File: config.mk
export PLATFORM = sky130hd
export DESIGN_NAME = dispense_valve_phase_sequencer
export DESIGN_NICKNAME = d
export VERILOG_FILES = /design/src/rtl/core/dvps_pkg.sv /design/src/rtl/core/dvps_regs.sv /design/src/rtl/core/dispense_valve_phase_sequencer.sv
export VERILOG_INCLUDE_DIRS = /design/src /design/src/rtl/core
export SDC_FILE = /design/constraint.sdc
export NUM_CORES = 2
export LEC_CHECK = 0
export BUFFER_PORTS_ARGS = -buffer_cell sky130_fd_sc_hd__buf_4
export CAP_MARGIN = 20
export CORE_MARGIN = 2
export CORE_UTILIZATION = 25
export CTS_CLUSTER_DIAMETER = 80
export DETAILED_ROUTE_END_ITERATION = 7
export SYNTH_ARGS = -nofsm -noshare
export SYNTH_HDL_FRONTEND = slang
export SYNTH_SLANG_ARGS = --single-unit
File: constraint.sdc
create_clock -name i_clk -period 10.5 [get_ports i_clk]
set_input_delay 2.1 -clock i_clk [delete_from_list [all_inputs] [get_ports i_clk]]
set_output_delay 2.1 -clock i_clk [all_outputs]
set_load 0.03 [all_outputs]
File: src/rtl/core/dispense_valve_phase_sequencer_assert.svh
// ----------------------------------------------------------------------------
// dispense_valve_phase_sequencer_assert: assertion macros
// Implication and next-cycle implication checks on i_clk, off during reset.
// ----------------------------------------------------------------------------
`ifndef DISPENSE_VALVE_PHASE_SEQUENCER_ASSERT_SVH
`define DISPENSE_VALVE_PHASE_SEQUENCER_ASSERT_SVH

`ifndef SYNTHESIS
`define DVPS_ASSERT_IMP(lbl, ante, cons, msg) \
    lbl: assert property (@(posedge i_clk) disable iff (!i_rst_n) (ante) |-> (cons)) \
        else $error(msg);
`define DVPS_ASSERT_NXT(lbl, ante, cons, msg) \
    lbl: assert property (@(posedge i_clk) disable iff (!i_rst_n) (ante) |=> (cons)) \
        else $error(msg);
`else
`define DVPS_ASSERT_IMP(lbl, ante, cons, msg)
`define DVPS_ASSERT_NXT(lbl, ante, cons, msg)
`endif

`endif

File: src/rtl/core/dvps_pkg.sv
// ----------------------------------------------------------------------------
// dvps_pkg: dispense valve phase sequencer package
// Sizes, codes, register types and phase split functions.
// ----------------------------------------------------------------------------
package dvps_pkg;

    localparam int TABLE_DEPTH = 64;
    localparam int ADDR_W      = $clog2(TABLE_DEPTH);
    localparam int LEN_W       = 7;
    localparam int CNT_W       = (ADDR_W + 1 > LEN_W) ? ADDR_W + 1 : LEN_W;
    localparam int DATA_W      = 32;
    localparam int PADDR_W     = 4;
    localparam int POS_W       = 6;

    localparam logic [DATA_W-1:0] HOLD_NO_PULSE = '1;
    localparam logic [DATA_W-1:0] BOOST_RESET   = 32'd0;
    localparam logic [DATA_W-1:0] HOLD_RESET    = 32'd3000;
    localparam logic [LEN_W-1:0]  SEQ_LEN_RESET = 7'd2;

    typedef enum logic [1:0] {
        OP_TICK  = 2'd0,
        OP_WRITE = 2'd1,
        OP_START = 2'd2,
        OP_STOP  = 2'd3
    } t_op;

    typedef enum logic [2:0] {
        PH_IDLE   = 3'd0,
        PH_BOOST  = 3'd1,
        PH_STEADY = 3'd2,
        PH_PULSED = 3'd3,
        PH_GAP    = 3'd4
    } t_phase;

    typedef enum logic [1:0] {
        MODE_CLOSED = 2'd0,
        MODE_STEADY = 2'd1,
        MODE_PULSED = 2'd2
    } t_mode;

    typedef enum logic [1:0] {
        REG_BOOST   = 2'd0,
        REG_HOLD    = 2'd1,
        REG_SEQ_LEN = 2'd2
    } t_reg_idx;

    typedef enum logic [2:0] {
        S_READY,
        S_EXEC,
        S_SEEK_INIT,
        S_SEEK_RD,
        S_SEEK_EV,
        S_DONE
    } t_state;

    typedef struct packed {
        logic [DATA_W-1:0] boost_time;
        logic [DATA_W-1:0] hold_time;
        logic [LEN_W-1:0]  seq_len;
    } t_cfg;

    typedef struct packed {
        logic              hit;
        t_phase            phase;
        logic [DATA_W-1:0] ticks;
        logic [DATA_W-1:0] rem;
    } t_phase_load;

    // steady part up to hold time, pulsed for the rest
    function automatic t_phase_load main_split(input logic [DATA_W-1:0] rest,
                                               input logic [DATA_W-1:0] hold);
        t_phase_load       r;
        logic [DATA_W-1:0] steady;
        steady = (hold == HOLD_NO_PULSE || rest <= hold) ? rest : hold;
        r.hit  = (rest != '0);
        if (steady != '0) begin
            r.phase = PH_STEADY;
            r.ticks = steady;
            r.rem   = rest - steady;
        end else begin
            r.phase = PH_PULSED;
            r.ticks = rest;
            r.rem   = '0;
        end
        return r;
    endfunction

    function automatic t_phase_load entry_split(input logic [DATA_W-1:0] v,
                                                input logic              odd,
                                                input t_cfg              cfg);
        t_phase_load       r;
        logic [DATA_W-1:0] b;
        b = (cfg.boost_time < v) ? cfg.boost_time : v;
        if (odd) begin
            r.hit   = (v != '0);
            r.phase = PH_GAP;
            r.ticks = v;
            r.rem   = '0;
        end else if (b != '0) begin
            r.hit   = 1'b1;
            r.phase = PH_BOOST;
            r.ticks = b;
            r.rem   = v - b;
        end else begin
            r = main_split(v, cfg.hold_time);
        end
        return r;
    endfunction

endpackage

File: src/rtl/core/dvps_regs.sv
// ----------------------------------------------------------------------------
// dvps_regs: configuration register file
// APB-style write and read of boost time, hold time and sequence length.
// ----------------------------------------------------------------------------
module dvps_regs (
    input  logic                         i_clk,
    input  logic                         i_rst_n,
    input  logic                         psel,
    input  logic                         penable,
    input  logic                         pwrite,
    input  logic [dvps_pkg::PADDR_W-1:0] paddr,
    input  logic [dvps_pkg::DATA_W-1:0]  pwdata,
    output logic [dvps_pkg::DATA_W-1:0]  prdata,
    output logic                         pready,
    output dvps_pkg::t_cfg               o_cfg
);
    import dvps_pkg::*;

    t_cfg     r_cfg;
    t_cfg     n_cfg;
    t_reg_idx w_idx;
    logic     w_wr;

    assign w_idx  = t_reg_idx'(paddr[PADDR_W-1:2]);
    assign w_wr   = psel & penable & pwrite;
    assign pready = 1'b1;
    assign o_cfg  = r_cfg;

    always_comb begin
        n_cfg = r_cfg;
        if (w_wr) begin
            case (w_idx)
                REG_BOOST:   n_cfg.boost_time = pwdata;
                REG_HOLD:    n_cfg.hold_time  = pwdata;
                REG_SEQ_LEN: n_cfg.seq_len    = pwdata[LEN_W-1:0];
                default:     n_cfg            = r_cfg;
            endcase
        end
    end

    always_comb begin
        case (w_idx)
            REG_BOOST:   prdata = r_cfg.boost_time;
            REG_HOLD:    prdata = r_cfg.hold_time;
            REG_SEQ_LEN: prdata = DATA_W'(r_cfg.seq_len);
            default:     prdata = '0;
        endcase
    end

    always_ff @(posedge i_clk) begin
        if (!i_rst_n) begin
            r_cfg.boost_time <= BOOST_RESET;
            r_cfg.hold_time  <= HOLD_RESET;
            r_cfg.seq_len    <= SEQ_LEN_RESET;
        end else begin
            r_cfg <= n_cfg;
        end
    end

endmodule

File: src/rtl/core/dispense_valve_phase_sequencer.sv
// ----------------------------------------------------------------------------
// dispense_valve_phase_sequencer: tick-driven dispense valve phase sequencer
// Flow: a write, stop or plain tick passes S_EXEC and S_DONE before o_valid rises;
//   a start, or an interval-ending tick, adds S_SEEK_INIT and an S_SEEK_RD/S_SEEK_EV
//   pair per entry searched. One item at a time; the search reads one entry per
//   S_SEEK_RD/S_SEEK_EV pair through the single registered table read port.
// Reset: synchronous active low; registers to defaults, sequencer idle and
//   stopped; the interval table is undefined until written.
// ----------------------------------------------------------------------------
`include "dispense_valve_phase_sequencer_assert.svh"

module dispense_valve_phase_sequencer (
    input  logic                         i_clk,
    input  logic                         i_rst_n,
    input  logic                         psel,
    input  logic                         penable,
    input  logic                         pwrite,
    input  logic [dvps_pkg::PADDR_W-1:0] paddr,
    input  logic [dvps_pkg::DATA_W-1:0]  pwdata,
    output logic [dvps_pkg::DATA_W-1:0]  prdata,
    output logic                         pready,
    input  logic                         i_valid,
    output logic                         o_stall,
    input  logic [1:0]                   i_op,
    input  logic [5:0]                   i_entry_index,
    input  logic [dvps_pkg::DATA_W-1:0]  i_entry_value,
    output logic                         o_valid,
    input  logic                         i_stall,
    output logic                         o_boost_valve,
    output logic [1:0]                   o_main_valve_mode,
    output logic                         o_running,
    output logic [2:0]                   o_phase,
    output logic [dvps_pkg::POS_W-1:0]   o_step_position
);
    import dvps_pkg::*;

    t_cfg w_cfg;

    dvps_regs u_regs (
        .i_clk   (i_clk),
        .i_rst_n (i_rst_n),
        .psel    (psel),
        .penable (penable),
        .pwrite  (pwrite),
        .paddr   (paddr),
        .pwdata  (pwdata),
        .prdata  (prdata),
        .pready  (pready),
        .o_cfg   (w_cfg)
    );

    logic [DATA_W-1:0] mem [TABLE_DEPTH];
    logic [DATA_W-1:0] r_rdata;

    t_state            r_state, n_state;
    t_op               r_op;
    logic [5:0]        r_idx;
    logic [DATA_W-1:0] r_val;
    logic              r_running, n_running;
    t_phase            r_phase, n_phase;
    logic [DATA_W-1:0] r_ticks, n_ticks;
    logic [DATA_W-1:0] r_rem, n_rem;
    logic [ADDR_W-1:0] r_entry, n_entry;
    logic [CNT_W-1:0]  r_seek_entry, n_seek_entry;
    logic [CNT_W-1:0]  r_seek_cnt, n_seek_cnt;

    logic              r_out_valid;
    logic              r_out_boost;
    t_mode             r_out_mode;
    logic              r_out_running;
    t_phase            r_out_phase;
    logic [POS_W-1:0]  r_out_pos;

    logic              w_accept;
    logic              w_out_load;
    logic              w_mem_we;
    logic              w_mem_re;
    logic [CNT_W-1:0]  w_used;
    logic [CNT_W-1:0]  w_widx;
    logic              w_widx_ok;
    logic [CNT_W-1:0]  w_entry_ext;
    logic              w_tick_end;
    logic              w_tick_more;
    logic [CNT_W-1:0]  w_cnt_inc;
    logic [CNT_W-1:0]  w_seek_inc;
    t_phase_load       w_main;
    t_phase_load       w_ent;
    t_mode             w_mode;

    assign w_used      = (CNT_W'(w_cfg.seq_len) > CNT_W'(TABLE_DEPTH)) ?
                         CNT_W'(TABLE_DEPTH) : CNT_W'(w_cfg.seq_len);
    assign w_widx      = CNT_W'(r_idx);
    assign w_widx_ok   = (w_widx < CNT_W'(TABLE_DEPTH));
    assign w_entry_ext = CNT_W'(r_entry);
    assign w_tick_end  = (r_ticks <= DATA_W'(1));
    assign w_main      = main_split(r_rem, w_cfg.hold_time);
    assign w_ent       = entry_split(r_rdata, r_seek_entry[0], w_cfg);
    assign w_cnt_inc   = r_seek_cnt + CNT_W'(1);
    assign w_seek_inc  = r_seek_entry + CNT_W'(1);
    assign w_tick_more = (r_phase == PH_BOOST && w_main.hit) ||
                         (r_phase == PH_STEADY && r_rem != '0);

    // next state
    always_comb begin
        n_state = r_state;
        case (r_state)
            S_READY: begin
                if (i_valid) n_state = S_EXEC;
            end
            S_EXEC: begin
                case (r_op)
                    OP_WRITE: n_state = S_DONE;
                    OP_STOP:  n_state = S_DONE;
                    OP_START: n_state = S_SEEK_INIT;
                    OP_TICK: begin
                        if (!r_running) n_state = S_DONE;
                        else if (r_phase == PH_IDLE) n_state = S_SEEK_INIT;
                        else if (w_tick_end && !w_tick_more) n_state = S_SEEK_INIT;
                        else n_state = S_DONE;
                    end
                    default: n_state = S_DONE;
                endcase
            end
            S_SEEK_INIT: begin
                n_state = (w_used == '0) ? S_DONE : S_SEEK_RD;
            end
            S_SEEK_RD: n_state = S_SEEK_EV;
            S_SEEK_EV: begin
                n_state = (w_ent.hit || w_cnt_inc == w_used) ? S_DONE : S_SEEK_RD;
            end
            S_DONE: begin
                if (!r_out_valid || !i_stall) n_state = S_READY;
            end
            default: n_state = S_READY;
        endcase
    end

    // control outputs
    always_comb begin
        o_stall    = (r_state != S_READY);
        w_accept   = (r_state == S_READY) && i_valid;
        w_out_load = (r_state == S_DONE) && (!r_out_valid || !i_stall);
        w_mem_we   = (r_state == S_EXEC) && (r_op == OP_WRITE) && w_widx_ok;
        w_mem_re   = (r_state == S_SEEK_RD);
    end

    // sequencer datapath
    always_comb begin
        n_running    = r_running;
        n_phase      = r_phase;
        n_ticks      = r_ticks;
        n_rem        = r_rem;
        n_entry      = r_entry;
        n_seek_entry = r_seek_entry;
        n_seek_cnt   = r_seek_cnt;
        case (r_state)
            S_EXEC: begin
                case (r_op)
                    OP_STOP: begin
                        n_running = 1'b0;
                        n_phase   = PH_IDLE;
                        n_ticks   = '0;
                        n_rem     = '0;
                        n_entry   = '0;
                    end
                    OP_START: begin
                        n_running    = 1'b1;
                        n_seek_entry = '0;
                    end
                    OP_TICK: begin
                        if (r_running) begin
                            if (r_phase == PH_IDLE) begin
                                n_seek_entry = '0;
                            end else if (!w_tick_end) begin
                                n_ticks = r_ticks - DATA_W'(1);
                            end else if (r_phase == PH_BOOST && w_main.hit) begin
                                n_phase = w_main.phase;
                                n_ticks = w_main.ticks;
                                n_rem   = w_main.rem;
                            end else if (r_phase == PH_STEADY && r_rem != '0) begin
                                n_phase = PH_PULSED;
                                n_ticks = r_rem;
                                n_rem   = '0;
                            end else begin
                                n_seek_entry = w_entry_ext + CNT_W'(1);
                            end
                        end
                    end
                    default: n_running = r_running;
                endcase
            end
            S_SEEK_INIT: begin
                if (w_used == '0) begin
                    n_phase = PH_IDLE;
                    n_ticks = '0;
                    n_rem   = '0;
                    n_entry = '0;
                end else begin
                    if (r_seek_entry >= w_used) n_seek_entry = '0;
                    n_seek_cnt = '0;
                end
            end
            S_SEEK_EV: begin
                if (w_ent.hit) begin
                    n_phase = w_ent.phase;
                    n_ticks = w_ent.ticks;
                    n_rem   = w_ent.rem;
                    n_entry = r_seek_entry[ADDR_W-1:0];
                end else if (w_cnt_inc == w_used) begin
                    n_phase = PH_IDLE;
                    n_ticks = '0;
                    n_rem   = '0;
                    n_entry = '0;
                end else begin
                    n_seek_cnt   = w_cnt_inc;
                    n_seek_entry = (w_seek_inc >= w_used) ? '0 : w_seek_inc;
                end
            end
            default: n_running = r_running;
        endcase
    end

    always_comb begin
        case (r_phase)
            PH_STEADY: w_mode = MODE_STEADY;
            PH_PULSED: w_mode = MODE_PULSED;
            default:   w_mode = MODE_CLOSED;
        endcase
    end

    always_ff @(posedge i_clk) begin
        if (w_mem_we) mem[w_widx[ADDR_W-1:0]] <= r_val;
        if (w_mem_re) r_rdata <= mem[r_seek_entry[ADDR_W-1:0]];
    end

    always_ff @(posedge i_clk) begin
        if (w_accept) begin
            r_op  <= t_op'(i_op);
            r_idx <= i_entry_index;
            r_val <= i_entry_value;
        end
        if (w_out_load) begin
            r_out_boost   <= (r_phase == PH_BOOST);
            r_out_mode    <= w_mode;
            r_out_running <= r_running;
            r_out_phase   <= r_phase;
            r_out_pos     <= w_entry_ext[POS_W-1:0];
        end
    end

    always_ff @(posedge i_clk) begin
        if (!i_rst_n) begin
            r_state      <= S_READY;
            r_running    <= 1'b0;
            r_phase      <= PH_IDLE;
            r_ticks      <= '0;
            r_rem        <= '0;
            r_entry      <= '0;
            r_seek_entry <= '0;
            r_seek_cnt   <= '0;
            r_out_valid  <= 1'b0;
        end else begin
            r_state      <= n_state;
            r_running    <= n_running;
            r_phase      <= n_phase;
            r_ticks      <= n_ticks;
            r_rem        <= n_rem;
            r_entry      <= n_entry;
            r_seek_entry <= n_seek_entry;
            r_seek_cnt   <= n_seek_cnt;
            if (w_out_load) r_out_valid <= 1'b1;
            else if (!i_stall) r_out_valid <= 1'b0;
        end
    end

    assign o_valid           = r_out_valid;
    assign o_boost_valve     = r_out_boost;
    assign o_main_valve_mode = r_out_mode;
    assign o_running         = r_out_running;
    assign o_phase           = r_out_phase;
    assign o_step_position   = r_out_pos;

    `DVPS_ASSERT_IMP(a_phase_needs_run, r_phase != PH_IDLE, r_running, "phase active while stopped")
    `DVPS_ASSERT_IMP(a_phase_ticks, r_phase != PH_IDLE, r_ticks != '0, "active phase with no ticks")
    `DVPS_ASSERT_IMP(a_gap_odd, r_phase == PH_GAP, r_entry[0], "gap phase on even entry")
    `DVPS_ASSERT_IMP(a_pulsed_last, r_phase == PH_PULSED, r_rem == '0, "pulsed phase with remainder")
    `DVPS_ASSERT_NXT(a_stop_idle, r_state == S_EXEC && r_op == OP_STOP, !r_running && r_phase == PH_IDLE, "stop did not idle")

endmodule

==> key figures <==
Pwr
  – Clk pwr share: 0.359
  – Reg power frac: 0.484
  – Combinational Power Share: 0.157
  – Peak supply drop: about 0.14 mV
  – Sw Ratio: 0.2612
  – P_sw: 5.603 mW
  – Leak pwr: ~35 nW
  – Power Dens Cells: 188.5 mW/mm2
  – Int Power: 15.85 mW

Critical path
  – Worst Path Max Fanout: 18
  – Crit-path cells: inv_1, ha_1, nand4_1, nor4_1, o21ai_0, a21oi_1, o21ai_1, nand2_2, buf_4, mux2_2, ha_1, fa_1, nor2b_1, o31a_1, o31ai_1, o211ai_1, o21ai_0, o21ai_0, xor2_1, a22oi_1, o211ai_1, o221a_2
  – R2r startpoint: r_rdata[20]
  – CP max stage cell: edfxtp_1
  – Crit path capture type: flip-flop
  – Worst Path Arrival: between 8 and 9 ns
  – CP most frequent cell: o21ai_0
  – Required @ worst endpoint: between 10 and 15 ns
  – Worst path max stage delay: 0.62 ns
  – Reg2reg end: r_rem[28]
  – Crit Path Category: reg2reg
  – Crit path buf inv count: 2
  – R2R setup slack: 3.04 ns
  – R2R depth: 22
  – Startpoint types: flip-flop
  – Largest delay share family, worst path: compound AO/OA/AOI/OAI gates

Routing
  – Avg WL per Cell: 25.31 um
  – Via-to-Cell Ratio: 4.939
  – 1st-pass router iterations: 6
  – DRC: 0
  – Routed WL: around 280000 um
  – Post-DRT Antenna Nets: 0
  – Routed vias: between 50000 and 60000
  – DRT iter0 DRCs: roughly 7200

Yosys
  – Synth warn: 0
  – Most frequent cell after synthesis: edfxtp_1
  – Distinct cells, synth: 100
  – Area contributors post-synth: edfxtp_1, mux4_2, dfxtp_1, ha_1, a21oi_1
  – Synth top area share: 0.6487
  – Syn Area/Cell: 17.50 um2
  – Syn Nets: between 5000 and 6000
  – Flip-flop and latch count after synthesis: 2296
  – Synth async-reset ratio: 0
  – Post-synth design cell area: just under 0.1 mm2
  – Post-synth EDFFs: ~2100
  – Post-synthesis sequential area ratio: 0.6817
  – Area leader, netlist: edfxtp_1
  – Top FF cell, synth: edfxtp_1
  – Synth top cells by count: edfxtp_1, mux4_2, nor2_1, nand2_1, a21oi_1
  – Synth Instances: 5641

STA
  – Minimum clock period: 7.465 ns
  – Layout Skew: between 0.1 and 0.15 ns
  – Fmax: about 130 MHz
  – Final Hold Viols: 0
  – Final Cycle Share: 0.7109
  – Final setup violation count: 0
  – RSZ-0062 raised after global routing: false
  – Worst-margin pin slew: 1.175 ns
  – Slew headroom: 0.2155
  – Pins Over Slew Limit: 0
  – Setup TNS: 0 ns

CTS
  – H-tree lvl count: 4
  – Setup repair bufs after CTS: 0
  – Clock Latency Late Sink: roughly 0.89 ns
  – Number of gates resized after cts: 0
  – Clk buf depth: 4
  – Hold buffer count at CTS: 0
  – CTS tree: done
  – CTS Buf Count: roughly 220
  – Clock slew at reported path FFs: 0.06 ns
  – Root Buffer: clkbuf_16
  – Clk sinks: about 2300

Place
  – Routability cong.: 0.9285
  – # port buffers: ~130
  – DPL Wire Length: 172700 um

Global route
  – First-pass GRT wire length: between 400000 and 500000 um
  – Vias in the first global route: 54990
  – Total congestion overflow: 0
  – Initial antenna violation count: 25
  – Largest net degree at the start of global routing: roughly 150
  – Gr usage total: 0.1382

Final layout
  – P&R area growth vs syn: 15.24%
  – Share of layout cells above drive strength 1: 0.2322
  – Final #Nets: 6121
  – Fin util: 0.2897

Floorplan
  – # rows: 230
  – Total core area: 0.3928 mm2
  – # IOs: 131
  – Initial cell density of the core: 0.2514
  – Die height: 632.5 um
  – Die width: 632.5 um
  – Die area: 0.4000 mm2

Hold path
  – Min-delay src: r_seek_cnt[6]
  – Hold-critical path depth: 2
  – WHS Endpoint: r_seek_cnt[6]
  – Hold Path Class: reg2reg

Job
  – Max_cap viols: 0

Status
  – Status: completed
power by group through the flow:
| stage | Sequential (mW) | Clock (mW) | Combinational [mW] |
|---|---|---|---|
| 2_1_floorplan | 10.6 | 0 | 2.22 |
| 3_3_place_gp | 10.6 | 0 | 3.31 |
| 3_5_place_dp | 10.6 | 0 | 3.35 |
| 4_1_cts | 10.4 | 7.86 | 3.36 |
| 5_1_grt | 10.4 | 8.20 | 3.62 |
| 6_report | 10.4 | 7.70 | 3.38 |
worst min-delay path: cells and delay by family (launching register included):
kind            cells  cell delay [ns]
compound gates      1             0.05
flops               1             0.31
simple gates        1             0.07
worst max path at each step:
stage                start   endpoint  slack [ns]  depth (start not counted)
6_report       r_rdata[20]  r_rem[28]        3.04                         22
5_1_grt        r_rdata[20]  r_rem[28]        2.75                         22
2_1_floorplan     paddr[3]  prdata[1]        4.82                          4
4_1_cts        r_rdata[20]  r_rem[28]        2.95                         21
3_5_place_dp   r_rdata[20]  r_rem[28]        2.97                         21
3_3_place_gp   r_rdata[20]  r_rem[28]        3.02                         21
state kept, by name (all words and copies together), names as in the netlist:
| register | count |
|---|---|
| mem | 2048 |
| u_regs.o_cfg | 71 |
| r_rdata | 32 |
| r_rem | 32 |
| r_ticks | 32 |
| r_val | 32 |
| r_seek_cnt | 7 |
| r_seek_entry | 7 |
| o_step_position | 6 |
| r_entry | 6 |
| r_idx | 6 |
| o_phase | 3 |
| r_phase | 3 |
| r_state | 3 |
| o_main_valve_mode | 2 |
| r_op | 2 |
| o_boost_valve | 1 |
| o_running | 1 |
| o_valid | 1 |
| r_running | 1 |
placed cells by master (no fill, tap or decap), types with 40 or more instances in the layout:
cell type,n
edfxtp_1,2133
mux4_2,672
nand2_1,298
buf_4,291
a21oi_1,271
nor2_1,238
clkbuf_16,220
o21ai_0,191
ha_1,186
dfxtp_1,157
mux2i_1,113
inv_1,99
nor2_4,66
xnor2_1,61
nand3_1,58
xor2_1,58
nor4_1,51
clkbuf_1,51
nor2b_1,44
a21o_1,43
nand4_1,42
clkinv_1,41
nor3_1,40
area by class of cell:
cell class,instances,area (um2)
inverters,101,379.1
fillers,38530,279000
diodes,6,15.01
well taps,5220,6531
clock inverters,118,1091
clock buffers,272,5710
multi-input cells,2935,30390
repair buffers,299,2345
flip-flops and latches,2296,67330
cells by family after synthesis:
kind of cell,Yosys count,share of synthesized area
AO/OA/AOI/OAI,840,0.05394
XOR/XNOR,120,0.01072
adder cells (fa/ha/maj),202,0.02539
buffers and inverters,410,0.01618
flip-flops,2296,0.6817
multiplexers,788,0.1651
other,1,0.00003798
AND/OR/NAND/NOR,984,0.04687
routing by layer:
| metal | vias up | wire length (um) | GRT usage |
|---|---|---|---|
| li1 | 23390 | - | - |
| met1 | 29380 | 124800 | 0.1980 |
| met2 | 2390 | 129700 | 0.2160 |
| met3 | 383 | 23630 | 0.02571 |
| met4 | 8 | 6488 | 0.03323 |
| met5 | - | 57 | 0 |
metrics by stage:
stage / hold slack (ns) / instance area [um2] / setup slack, ns / total power [mW] / std cells
floorplan: 0.4463 / 98740 / 4.819 / 12.85 / 5641
global placement: 0.4692 / 107000 / 3.022 / 13.87 / 10850
detailed placement: 0.4709 / 107000 / 2.966 / 13.91 / 10850
CTS: 0.4811 / 113800 / 2.952 / 21.58 / 11240
global route: 0.5275 / 113800 / 2.750 / 22.20 / 11240
finish: 0.4815 / 113800 / 3.035 / 21.45 / 11250
Note: power is estimated with default switching activity, not from simulation.
